[src/hdl/shsfd_pkg.sv]
// shsfd_pkg: types and constants shared by the sync-header frame deframer
// used by shsfd_frame_core and sync_header_sum_frame_deframer_unit
// no dependencies
package shsfd_pkg;

	localparam int BYTE_W = 8;
	localparam int POS_W  = 3;
	localparam int LEN_W  = 2;

	localparam logic [BYTE_W-1:0] SYNC_BYTE  = 8'hFF;
	localparam logic [POS_W-1:0]  HEADER_LEN = 3'd2;
	localparam logic [LEN_W-1:0]  LEN_RESET  = 2'd2;

	typedef enum logic [1:0] {
		ST_PASS  = 2'd0,
		ST_VALID = 2'd1,
		ST_ERROR = 2'd2
	} status_t;

	typedef struct packed {
		status_t             status;
		logic [BYTE_W-1:0]   first_value;
		logic [BYTE_W-1:0]   second_value;
	} result_t;

endpackage

[src/hdl/shsfd_frame_core.sv]
// shsfd_frame_core: frame state (position, running sum, payload bytes) and
// the per-word parse step that produces one result per received byte
// depends on shsfd_pkg
module shsfd_frame_core #(
	parameter int MAX_PAYLOAD_BYTES = 2
) (
	input  logic                        clk,
	input  logic                        arst_n,
	input  logic                        step,
	input  logic [shsfd_pkg::BYTE_W-1:0] rx_byte,
	input  logic [shsfd_pkg::LEN_W-1:0]  payload_length,
	output shsfd_pkg::result_t          result
);

	localparam logic [shsfd_pkg::LEN_W-1:0] LEN_MAX = shsfd_pkg::LEN_W'(MAX_PAYLOAD_BYTES);
	localparam logic [shsfd_pkg::POS_W-1:0] POS_LIMIT =
		shsfd_pkg::HEADER_LEN + shsfd_pkg::POS_W'(MAX_PAYLOAD_BYTES);

	logic [shsfd_pkg::POS_W-1:0]  pos_q, pos_d;
	logic [shsfd_pkg::BYTE_W-1:0] sum_q, sum_d;
	logic [shsfd_pkg::BYTE_W-1:0] store_q [MAX_PAYLOAD_BYTES];
	logic [shsfd_pkg::BYTE_W-1:0] store_d [MAX_PAYLOAD_BYTES];
	logic [shsfd_pkg::LEN_W-1:0]  eff_len;
	logic [shsfd_pkg::POS_W-1:0]  check_pos;

	// length 0 behaves as 1, anything above the maximum as the maximum
	always_comb begin
		if (payload_length == '0) begin
			eff_len = shsfd_pkg::LEN_W'(1);
		end else if (payload_length > LEN_MAX) begin
			eff_len = LEN_MAX;
		end else begin
			eff_len = payload_length;
		end
		check_pos = shsfd_pkg::HEADER_LEN + {1'b0, eff_len};
	end

	always_comb begin
		pos_d   = pos_q;
		sum_d   = sum_q;
		store_d = store_q;
		result  = '{status: shsfd_pkg::ST_PASS, first_value: '0, second_value: '0};
		if (pos_q < shsfd_pkg::HEADER_LEN) begin
			if (rx_byte != shsfd_pkg::SYNC_BYTE) begin
				// bad header byte: drop it and restart the frame
				pos_d = '0;
				sum_d = '0;
				for (int i = 0; i < MAX_PAYLOAD_BYTES; i++) begin
					store_d[i] = '0;
				end
			end else begin
				sum_d = sum_q + rx_byte;
				pos_d = pos_q + shsfd_pkg::POS_W'(1);
			end
		end else if (pos_q < check_pos) begin
			for (int i = 0; i < MAX_PAYLOAD_BYTES; i++) begin
				if (pos_q == shsfd_pkg::HEADER_LEN + shsfd_pkg::POS_W'(i)) begin
					store_d[i] = rx_byte;
				end
			end
			sum_d = sum_q + rx_byte;
			pos_d = pos_q + shsfd_pkg::POS_W'(1);
		end else begin
			// checksum word, also taken here if the length shrank mid-frame
			if (sum_q == rx_byte) begin
				result.status      = shsfd_pkg::ST_VALID;
				result.first_value = store_q[0];
				for (int i = 1; i < MAX_PAYLOAD_BYTES; i++) begin
					if (eff_len == shsfd_pkg::LEN_W'(2)) begin
						result.second_value = store_q[i];
					end
				end
			end else begin
				result.status = shsfd_pkg::ST_ERROR;
			end
			pos_d = '0;
			sum_d = '0;
			for (int i = 0; i < MAX_PAYLOAD_BYTES; i++) begin
				store_d[i] = '0;
			end
		end
	end

	always_ff @(posedge clk or negedge arst_n) begin
		if (!arst_n) begin
			pos_q <= '0;
			sum_q <= '0;
			for (int i = 0; i < MAX_PAYLOAD_BYTES; i++) begin
				store_q[i] <= '0;
			end
		end else if (step) begin
			pos_q   <= pos_d;
			sum_q   <= sum_d;
			store_q <= store_d;
		end
	end

	a_pos_range: assert property (@(posedge clk) disable iff (!arst_n)
		pos_q <= POS_LIMIT)
		else $error("frame position beyond checksum slot");

	a_sum_after_one_sync: assert property (@(posedge clk) disable iff (!arst_n)
		pos_q == shsfd_pkg::POS_W'(1) |-> sum_q == 8'hFF)
		else $error("running sum wrong after first header word");

	a_sum_after_two_sync: assert property (@(posedge clk) disable iff (!arst_n)
		pos_q == shsfd_pkg::HEADER_LEN |-> sum_q == 8'hFE)
		else $error("running sum wrong after header");

endmodule

[src/hdl/sync_header_sum_frame_deframer_unit.sv]
// path: an accepted word waits in the input register, is parsed, then lands in the result register
// throughput: one word per cycle while out_stall is low; input register, parse step and
// result register form a two-stage pipeline and the result register frees its slot when taken
// reset: arst_n clears frame position, running sum, payload bytes and both valid flags,
// and sets the payload length register to 2
// depends on shsfd_pkg and shsfd_frame_core
module sync_header_sum_frame_deframer_unit #(
	parameter int MAX_PAYLOAD_BYTES = 2
) (
	input  logic                          clk,
	input  logic                          arst_n,
	input  logic                          cfg_write_en,
	input  logic [shsfd_pkg::LEN_W-1:0]   cfg_write_data,
	input  logic                          in_valid,
	output logic                          in_stall,
	input  logic [shsfd_pkg::BYTE_W-1:0]  rx_byte,
	output logic                          out_valid,
	input  logic                          out_stall,
	output logic [1:0]                    status,
	output logic [shsfd_pkg::BYTE_W-1:0]  first_value,
	output logic [shsfd_pkg::BYTE_W-1:0]  second_value
);

	logic [shsfd_pkg::LEN_W-1:0]   payload_length_q;
	logic                          valid_s1;
	logic [shsfd_pkg::BYTE_W-1:0]  rx_byte_s1;
	logic                          out_valid_q;
	shsfd_pkg::result_t            result_q;
	shsfd_pkg::result_t            core_result;
	logic                          advance;
	logic                          load_s1;

	assign advance  = !out_valid_q || !out_stall;
	// input register takes a word when empty or when its word moves on
	assign load_s1  = !valid_s1 || advance;
	assign in_stall = !load_s1;

	always_ff @(posedge clk or negedge arst_n) begin
		if (!arst_n) begin
			payload_length_q <= shsfd_pkg::LEN_RESET;
		end else if (cfg_write_en) begin
			payload_length_q <= cfg_write_data;
		end
	end

	always_ff @(posedge clk or negedge arst_n) begin
		if (!arst_n) begin
			valid_s1    <= 1'b0;
			out_valid_q <= 1'b0;
		end else begin
			if (load_s1) begin
				valid_s1 <= in_valid;
			end
			if (advance) begin
				out_valid_q <= valid_s1;
			end
		end
	end

	always_ff @(posedge clk) begin
		if (load_s1 && in_valid) begin
			rx_byte_s1 <= rx_byte;
		end
		if (advance && valid_s1) begin
			result_q <= core_result;
		end
	end

	shsfd_frame_core #(
		.MAX_PAYLOAD_BYTES(MAX_PAYLOAD_BYTES)
	) u_core (
		.clk            (clk),
		.arst_n         (arst_n),
		.step           (valid_s1 && advance),
		.rx_byte        (rx_byte_s1),
		.payload_length (payload_length_q),
		.result         (core_result)
	);

	assign out_valid    = out_valid_q;
	assign status       = result_q.status;
	assign first_value  = result_q.first_value;
	assign second_value = result_q.second_value;

	a_values_zero_unless_valid: assert property (@(posedge clk) disable iff (!arst_n)
		out_valid_q && result_q.status != shsfd_pkg::ST_VALID
			|-> result_q.first_value == '0 && result_q.second_value == '0)
		else $error("payload values set on a non-valid status");

	a_stall_needs_word: assert property (@(posedge clk) disable iff (!arst_n)
		in_stall |-> valid_s1 && out_valid_q)
		else $error("input stalled with a free pipeline");

	a_word_reaches_output: assert property (@(posedge clk) disable iff (!arst_n)
		valid_s1 && advance |=> out_valid_q)
		else $error("parsed word lost before result register");

	a_len_two_only_if_allowed: assert property (@(posedge clk) disable iff (!arst_n)
		out_valid_q && result_q.second_value != '0 |-> MAX_PAYLOAD_BYTES > 1)
		else $error("second value with single payload byte build");

endmodule
[config.mk]
export PLATFORM = sky130hd
export DESIGN_NAME = sync_header_sum_frame_deframer_unit
export DESIGN_NICKNAME = d
export VERILOG_FILES = /design/src/hdl/shsfd_pkg.sv /design/src/hdl/shsfd_frame_core.sv /design/src/hdl/sync_header_sum_frame_deframer_unit.sv
export SDC_FILE = /design/constraint.sdc
export NUM_CORES = 1
export LEC_CHECK = 0
export BUFFER_PORTS_ARGS = -buffer_cell sky130_fd_sc_hd__buf_2
export CAP_MARGIN = 20
export CORE_ASPECT_RATIO = 0.5
export CORE_UTILIZATION = 51
export CTS_CLUSTER_DIAMETER = 60
export DETAILED_ROUTE_END_ITERATION = 6
export GPL_TIMING_DRIVEN = 0
export PLACE_DENSITY = 0.75
export SETUP_SLACK_MARGIN = 0.4
export SLEW_MARGIN = 15
export SYNTH_ARGS = -nofsm -noshare
export SYNTH_HDL_FRONTEND = slang
export SYNTH_SLANG_ARGS = --single-unit
[constraint.sdc]
create_clock -name clk -period 2.57 [get_ports clk]
set_clock_uncertainty 0.2 [all_clocks]
set_input_delay 0.1285 -clock clk [delete_from_list [all_inputs] [get_ports clk]]
set_output_delay 0.1285 -clock clk [all_outputs]
set_load 0.01 [all_outputs]
# ---- Word-level counts from Yosys, hierarchy flattened
# Index checks and enable logic that the tools add are counted.
# Widths: inputs -> output; s select.
dict set report classes {
  mux 14
  bitwise_logic 2
  n_lt_le_gt_ge 3
  n_reduce_logical 14
  n_eq_ne 8
  n_addsub 3
}
# cell n
set op_table {}
lappend op_table {{$mux 16} 3}
lappend op_table {{$mux 8} 5}
lappend op_table {{$mux 3} 3}
lappend op_table {{$add 8x8->8} 1}
lappend op_table {{$eq 8x8->1} 1}
lappend op_table {{$ne 8x8->1 const B} 1}
lappend op_table {{$eq 3x2->1 const B} 2}
lappend op_table {{$mux 2} 3}
lappend op_table {{$ne 3x2->1 const B} 2}
lappend op_table {{$reduce_and 3->1} 2}
lappend op_table {{$logic_not 1->1} 4}
lappend op_table {{$reduce_or 4->1} 1}
lappend op_table {{$add 2x2->3 const A} 1}
lappend op_table {{$add 3x1->3 const B} 1}
lappend op_table {{$lt 3x2->1 const B} 1}
lappend op_table {{$lt 3x3->1} 1}
lappend op_table {{$reduce_or 3->1} 1}
lappend op_table {{$eq 2x2->1 const B} 1}
lappend op_table {{$gt 2x2->1 const B} 1}
lappend op_table {{$logic_and 1x1->1} 2}
lappend op_table {{$logic_not 2->1} 1}
lappend op_table {{$logic_or 1x1->1} 2}
lappend op_table {{$ne 2x2->1 const B} 1}
lappend op_table {{$not 1->1} 2}
lappend op_table {{$reduce_or 2->1} 1}
dict set report word_totals {
  ff_bits 57
  out_inout_bits 20
  inputBits 15
  wordCells 55
}

# ---- Logic depth before layout (Yosys ltp)
# Gate-level depths: netlist of run 1.
dict set report depth {
  word_depth 7
  depth_mapped 9
  mapped_depth_nobuf 7
}

# ---- Modules after synthesis
# A second synthesis of run 1 with hierarchy kept.
dict set report hier_totals {
  hier_cells 208
  area_unflattened_um2 2596.2
}
# mod n_inst area_per_inst_um2 seq_area_each_um2 cells_each
set modules_own_cells {}
lappend modules_own_cells {shsfd_frame_core 1 1642.8 675.6 170}
lappend modules_own_cells {sync_header_sum_frame_deframer_unit 1 953.4 882.1 38}

# ---- Least setup slack after synthesis of run 1
# OpenSTA, ideal clock, no wires.
dict set report synth_timing {
  path_type {register -> register}
  startpoint {register payload_length_q[1] in the netlist's numbering}
  endpoint {register u_core.store_q[11] in the netlist's numbering}
  setup_ns 0.125
  required_time_ns 2.245
  setup_slack_ns 0.162
  synth_period_minus_slack_ns 2.408
  n_path_buf 1
  path_stages_with_launch 9
  arrival_time_ns 2.083
  path_cell_list {dfstp_2 -> clkbuf_1 -> inv_1 -> ha_1 -> nor2_1 -> a21oi_2 -> or2_4 -> o21ai_4 -> mux2_2}
}
dict set report synth_via {
  elab_chain_len 7
  elab_cells_between_ends 10
  classes_between {add/sub: 1; order compare: 2; eq/ne: 1; mux: 4; reduce/logical: 2}
}
# item line_no
set synth_rtl {}
lappend synth_rtl {{start, declared} sync_header_sum_frame_deframer_unit.sv:24} ;# logic [shsfd_pkg::LEN_W-1:0] payload_length_q;
lappend synth_rtl {{start signal, assigned} sync_header_sum_frame_deframer_unit.sv:40} ;# payload_length_q <= shsfd_pkg::LEN_RESET;
lappend synth_rtl {{start signal, assigned} sync_header_sum_frame_deframer_unit.sv:42} ;# payload_length_q <= cfg_write_data;
lappend synth_rtl {{$gt 2x2->1} shsfd_frame_core.sv:30} ;# end else if (payload_length > LEN_MAX) begin
lappend synth_rtl {{$mux 2} shsfd_frame_core.sv:30}
lappend synth_rtl {{$mux 2 (*)} shsfd_frame_core.sv:28} ;# if (payload_length == '0) begin
lappend synth_rtl {{$add 2x2->3 (*)} shsfd_frame_core.sv:35} ;# check_pos = shsfd_pkg::HEADER_LEN + {1'b0, eff_len};
lappend synth_rtl {{$lt 3x3->1 (*)} shsfd_frame_core.sv:55} ;# end else if (pos_q < check_pos) begin
lappend synth_rtl {{$ne 3x2->1 (no source line) or $mux 16 (tied branches)} -}
lappend synth_rtl {{$reduce_and 3->1 (no source line) or $mux 16 (tied branches)} -}
lappend synth_rtl {{end signal, assigned} shsfd_frame_core.sv:94} ;# store_q <= store_d;
lappend synth_rtl {{end, declared} shsfd_frame_core.sv:21} ;# logic [shsfd_pkg::BYTE_W-1:0] store_q [MAX_PAYLOAD_BYTES];
# Mark *: on every way between the ends. The rest lies on a longest branch, timed or not.
# A chain may end at the register's enable or synchronous reset.

# ---- Worst setup path in the final report of run 1
dict set report layout_timing {
  startpoint {register payload_length_q[1] in the netlist's numbering}
  endpoint {register u_core.store_q[14] in the netlist's numbering}
}
# Same word-level chain as after synthesis.

==> results of run 1 <==
## kinds of logic (layout without fill, tap and decap cells)
logic type / after synthesis / in the layout
muxes: 17 / 17
buffers and inverters: 13 / 79
AOI/OAI and AO/OA: 35 / 35
and+or+nand+nor: 64 / 64
DFF: 56 / 56
adders and majority gates: 13 / 13
xor gates and xnor gates: 5 / 5
## state kept, by name (all words and copies together), names as in the netlist
name              cells
u_core.store_q       16
first_value           8
rx_byte_s1            8
second_value          8
u_core.sum_q          8
u_core.pos_q          3
status                2
out_valid             1
payload_length_q      1
valid_s1              1
## routing by layer
layer	wire length, um	GRT usage [%]
met2	2280	34.7
met5	0	0
met1	2470	28.2
met3	159	4.93
met4	41	5.87
## Yosys cell counts, types with 2 or more instances
cell,count
inv_1,9
xnor2_1,3
a21o_1,3
nand2b_1,2
o22ai_1,2
o21ai_4,2
nor2_1,6
a21oi_1,5
o21ai_0,9
clkbuf_1,3
edfxtp_1,26
and3_1,9
xor2_1,2
nand2_1,13
nand3_1,3
a22o_1,3
ha_1,12
nor3_1,4
dfrtp_1,29
nor2b_1,3
mux2_2,15
and2_1,17
## worst max-delay path: stages, from the launching register on
cell      delay (ps)
dfstp_2          560
buf_8            100
clkbuf_1          80
ha_1             230
o21ai_2           60
a21oi_2           90
or2_4            270
o21ai_4          150
buf_12           150
mux2_4           300
## through the flow
stage / hold WS [ps] / instances / instance area [sq um]
3_3_place_gp: 0.761 / 302 / 2870
3_5_place_dp: 11.4 / 302 / 2870
5_1_grt: 272 / 335 / 3330
2_1_floorplan: -367 / 203 / 2620
4_1_cts: 207 / 333 / 3280
6_report: 210 / 335 / 3330
## area by class of cell
type | instances | area, sq um
well taps | 66 | 82.6
clock inverters | 3 | 22.5
repair buffers | 58 | 413
fillers | 344 | 1310
multi-input cells | 134 | 1150
clock buffers | 5 | 68.8
inverters | 9 | 37.5
flip-flops and latches | 56 | 1530
plain buffers | 4 | 27.5
## what timing repair did
item                       in CTS  in global routing
buffers inserted                9                  2
setup endpoints to repair      42                 43
gates resized for setup        22                  8
pin swaps                       7                  6
cloned                          0                  0
hold buffers                   14                  0
hold endpoints to repair       40                  0
## power by group
group	switching, uW	leakage, uW	total (uW)	internal [uW]
sequential	16.5	0.000666	989	973
combinational	109	0.000821	208	98.6
clock	292	0.0000485	488	196
total	418	0.00154	1690	1270
## path summary, 6_finish.rpt
check,from,to,depth (start not counted)
max in group asynchronous,arst_n,u_core.store_q[12],2
worst max register to register,payload_length_q[1],u_core.store_q[14],9
worst max-delay path,payload_length_q[1],u_core.store_q[14],9
worst min register to register,valid_s1,out_valid,1
worst min-delay path,arst_n,u_core.sum_q[4],2
min in group clk,valid_s1,out_valid,1
==> results.cfg, run 1 <==
[logic_synthesis]
ys_ff_latch = 56
synth_top_area_cell = edfxtp_1
muxShareOfSynthArea_pct = 7.35
synthesis.instances = 203
yosys.area.top_type_share_pct = 30.2
async_reset_ff_share_pct = 53.6
syn_nets = 231
synth_xor_area_share_pct = 1.69
synth-main-ff-cell = dfrtp_1
synth_warnings = 0
synth_area_leaders = edfxtp_1 (30%), dfrtp_1 (28%), mux2_2 (6.5%)
synthSimpleGateAreaFrac_pct = 13.6
ys_seq_area_share_pct = 59.2
synth-adder-area-share_pct = 6.57
synth-compound-area-share_pct = 9.67
synth_top_family_by_area = simple AND/OR/NAND/NOR gates
synth_edf_count = 26
syn_area_per_cell_sq_um = 12.8
synthesis.area_sq_um = 2590
ys_types = 45

[clock_network]
cts.root.buffer_cell = clkbuf_8
clk_pin_slew_ps = 100
insertion_delay_ps = 310
cts_max_level = 2
clk_path_buf_depth = 2
cts_tree = built
cts_buffers = 5
numClockSinks = 56

[timing]
finalCritPeriodShare_pct = 89.5
hold_viol_final = 0
min_period_ps = 2300
setup_viol = 0
fin_ws_ps = 269
setup_tns_ps = 0
rsz0062_at_grt = true
fmax_ghz = 0.435
maxSlewHeadroom_pct = 53.7
worst_pin_slew_ps = 694
maxSlewViolCount = 0

[power_and_ir_drop]
leakage_uw = 0.00154
powerDensity_nw_per_um2 = 506
p_total_uw = 1690
vdd_drop_max_v = 0.000282

[routing]
post-route-drc-count = 0
ant_nets = 0
vias = 1709
drt_pass1_iterations = 4
post_drt_wl_per_cell_um = 14.8
viasPerCell = 5.10
drt-initial-drc-count = 41
drt_wl_total_um = 4960

[placement]
place_worst_setup_slack_ps = 123
gp_congestion = 0.875
dpl.hpwl_um = 3250
numPortBuffers = 33

[worst_setup_path]
rrSetupSlack_ps = 270
worst-path-max-fanout = 8
cp_data_required_time_ps = 2570
crit_arrival_ps = 2300
end_kind = flop
crit_path_start_kind = flop
critPathKind = reg2reg

[run]
cap_viol_max_count = 0

[floorplan]
core-area_sq_um = 4640
ios = 35
rows = 17
die_h_um = 52.4
die_w_um = 103
start_util_pct = 55.8
dieArea_sq_um = 5380

[global_routing]
grt_pass1_wl_um = 8210
antenna_found_initial = 0
first_global_vias = 1717
grt_max_degree = 31
grt_usage_pct = 21.0
grt_overflow_total = 0

[finish]
final_common_cell = buf_2
diodes = 0
area_delta_synth_final_pct = 28.7
layout_common_cells = buf_2 (34), dfrtp_1 (29), edfxtp_1 (26)
layout.nets = 296
drive_gt1_share_pct = 33.5
post-route-util_pct = 71.8

[run_status]
outcome = finished clean

[hold_path]
min-delay-path-class = in2async
No activity file was read; power rests on OpenSTA's default activity.
==> run 2: changes to the inputs <==
CORE_ASPECT_RATIO = 1.1   (was 0.5)
==> run 2 against run 1 <==
Compared with the run above: via count grew 3.3%; core utilization grew 0.83 points; fmax is essentially flat; total power grew 1.2%; largest cell class unchanged.
==> results.cfg, run 2 (synthesis results as in run 1) <==
[routing]
post-route-drc-count = 0
viasPerCell = 5.40
ant_nets = 0
drt_pass1_iterations = 4
post_drt_wl_per_cell_um = 14.8
drt_wl_total_um = 4830
vias = 1766
drt-initial-drc-count = 80

[finish]
area_delta_synth_final_pct = 33.3
diodes = 0
layout_common_cells = buf_2 (33), dfrtp_1 (29), edfxtp_1 (26)
largest_reg_flops = 16
drive_gt1_share_pct = 39.1
layout.nets = 298
largest-register = u_core.store_q
final_cell_area_sq_um = 3450
final_common_cell = buf_2

[global_routing]
grt_max_degree = 31
grt_usage_pct = 19.6
antenna_found_initial = 0
first_global_vias = 1800
grt_overflow_total = 0
grt_pass1_wl_um = 8100

[power_and_ir_drop]
combPwrFrac_pct = 12.6
leakage_uw = 0.00154
power.internal_uw = 1280
power_frac_seq_pct = 58.0
p_sw_share_pct = 25.2
power_frac_clock_pct = 29.4
vdd_drop_max_v = 0.000288
power_switching_uw = 430
powerDensity_nw_per_um2 = 494

[worst_setup_path]
r2r_start = payload_length_q[1]
end_kind = flop
reg2reg_to = u_core.store_q[7]
rrSetupSlack_ps = 270
crit_path_start_kind = flop
crit_arrival_ps = 2300
cp_data_required_time_ps = 2570
worst-path-max-fanout = 8
critPathKind = reg2reg
rr_worst_depth = 9

[timing]
finalCritPeriodShare_pct = 89.5
maxSlewHeadroom_pct = 55.3
maxSlewViolCount = 0
setup_viol = 0
fmax_ghz = 0.435
rsz0062_at_grt = true
min_period_ps = 2300
hold_viol_final = 0
holdWs_ps = 173
worst_pin_slew_ps = 671
setup_tns_ps = 0

[floorplan]
ios = 35
start_util_pct = 54.5
dieArea_sq_um = 5370
core-area_sq_um = 4750
die_h_um = 76.7
die_w_um = 69.9
rows = 26

[run_status]
outcome = finished clean

[clock_network]
clk_pin_slew_ps = 110
cts_tree = built
cts_max_level = 2
cts.root.buffer_cell = clkbuf_8
insertion_delay_ps = 320
cts_buffers = 5
numClockSinks = 56
clk_path_buf_depth = 2

[placement]
gp_congestion = 0.891
placed_cell_area_sq_um = 2850
dpl.hpwl_um = 3100
numPortBuffers = 33

[hold_path]
min-delay-path-class = in2async

[run]
cap_viol_max_count = 0
## run 2: worst max path at each step
stage	startpoint	end	slack (ps)	cells past startpoint
6_report	payload_length_q[1]	u_core.store_q[7]	270	9
5_1_grt	out_valid	u_core.store_q[5]	210	7
4_1_cts	payload_length_q[1]	u_core.store_q[7]	220	9
3_5_place_dp	payload_length_q[1]	u_core.store_q[7]	130	8
3_3_place_gp	payload_length_q[1]	u_core.store_q[8]	170	8
2_1_floorplan	payload_length_q[1]	u_core.store_q[11]	300	8
## run 2: critical path: stages, from the launching register on
cell and delay (ps):
dfstp_2 560, buf_8 100, clkbuf_1 80, ha_1 230, o21ai_2 60, a21oi_2 80
or2_4 260, o21ai_4 160, buf_12 160, mux2_4 300
## run 2: final cells by class
| type | instances | area [sq um] |
|---|---|---|
| repair buffers | 60 | 435 |
| well taps | 56 | 70.1 |
| fillers | 329 | 1300 |
| flip-flops and latches | 56 | 1530 |
| clock inverters | 3 | 26.3 |
| multi-input cells | 134 | 1250 |
| clock buffers | 5 | 68.8 |
| inverters | 9 | 37.5 |
| plain buffers | 4 | 33.8 |
## run 2: routing by layer
layer / global-route usage (%) / vias to the layer above / wire length [um] / part of all wire (%)
met5: 0 / - / 0 / 0
met4: 7.80 / 0 / 104 / 2.2
met3: 4.60 / 11 / 149 / 3.1
met2: 34.7 / 46 / 2560 / 53
met1: 22.7 / 841 / 2020 / 42
li1: - / 868 / - / -
## run 2: power by group through the flow
stage          combinational, uW  clock (uW)  sequential [uW]
6_report                     215         501              990
3_3_place_gp                 145           0             1010
2_1_floorplan               82.4           0             1010
3_5_place_dp                 148           0             1010
5_1_grt                      234         546              994
4_1_cts                      199         512              988
## run 2: stage by stage
stage	cells	setup WS, ps	power [uW]	utilization [%]
after floorplan	203	298	1100	-
after global placement	292	167	1150	60.1
after detailed placement	292	135	1160	60.1
after CTS	323	219	1700	69.0
after global routing	327	210	1770	72.7
final	327	270	1710	72.7
## run 2: repair_timing
item                                    in CTS  in global routing
hold buffers                                14                  0
gates resized for setup                     24                 31
pin swaps                                    7                 13
endpoints found under the hold margin       40                  0
cloned                                       0                  1
endpoints found under the setup margin      42                 43
buffers inserted                             9                  3
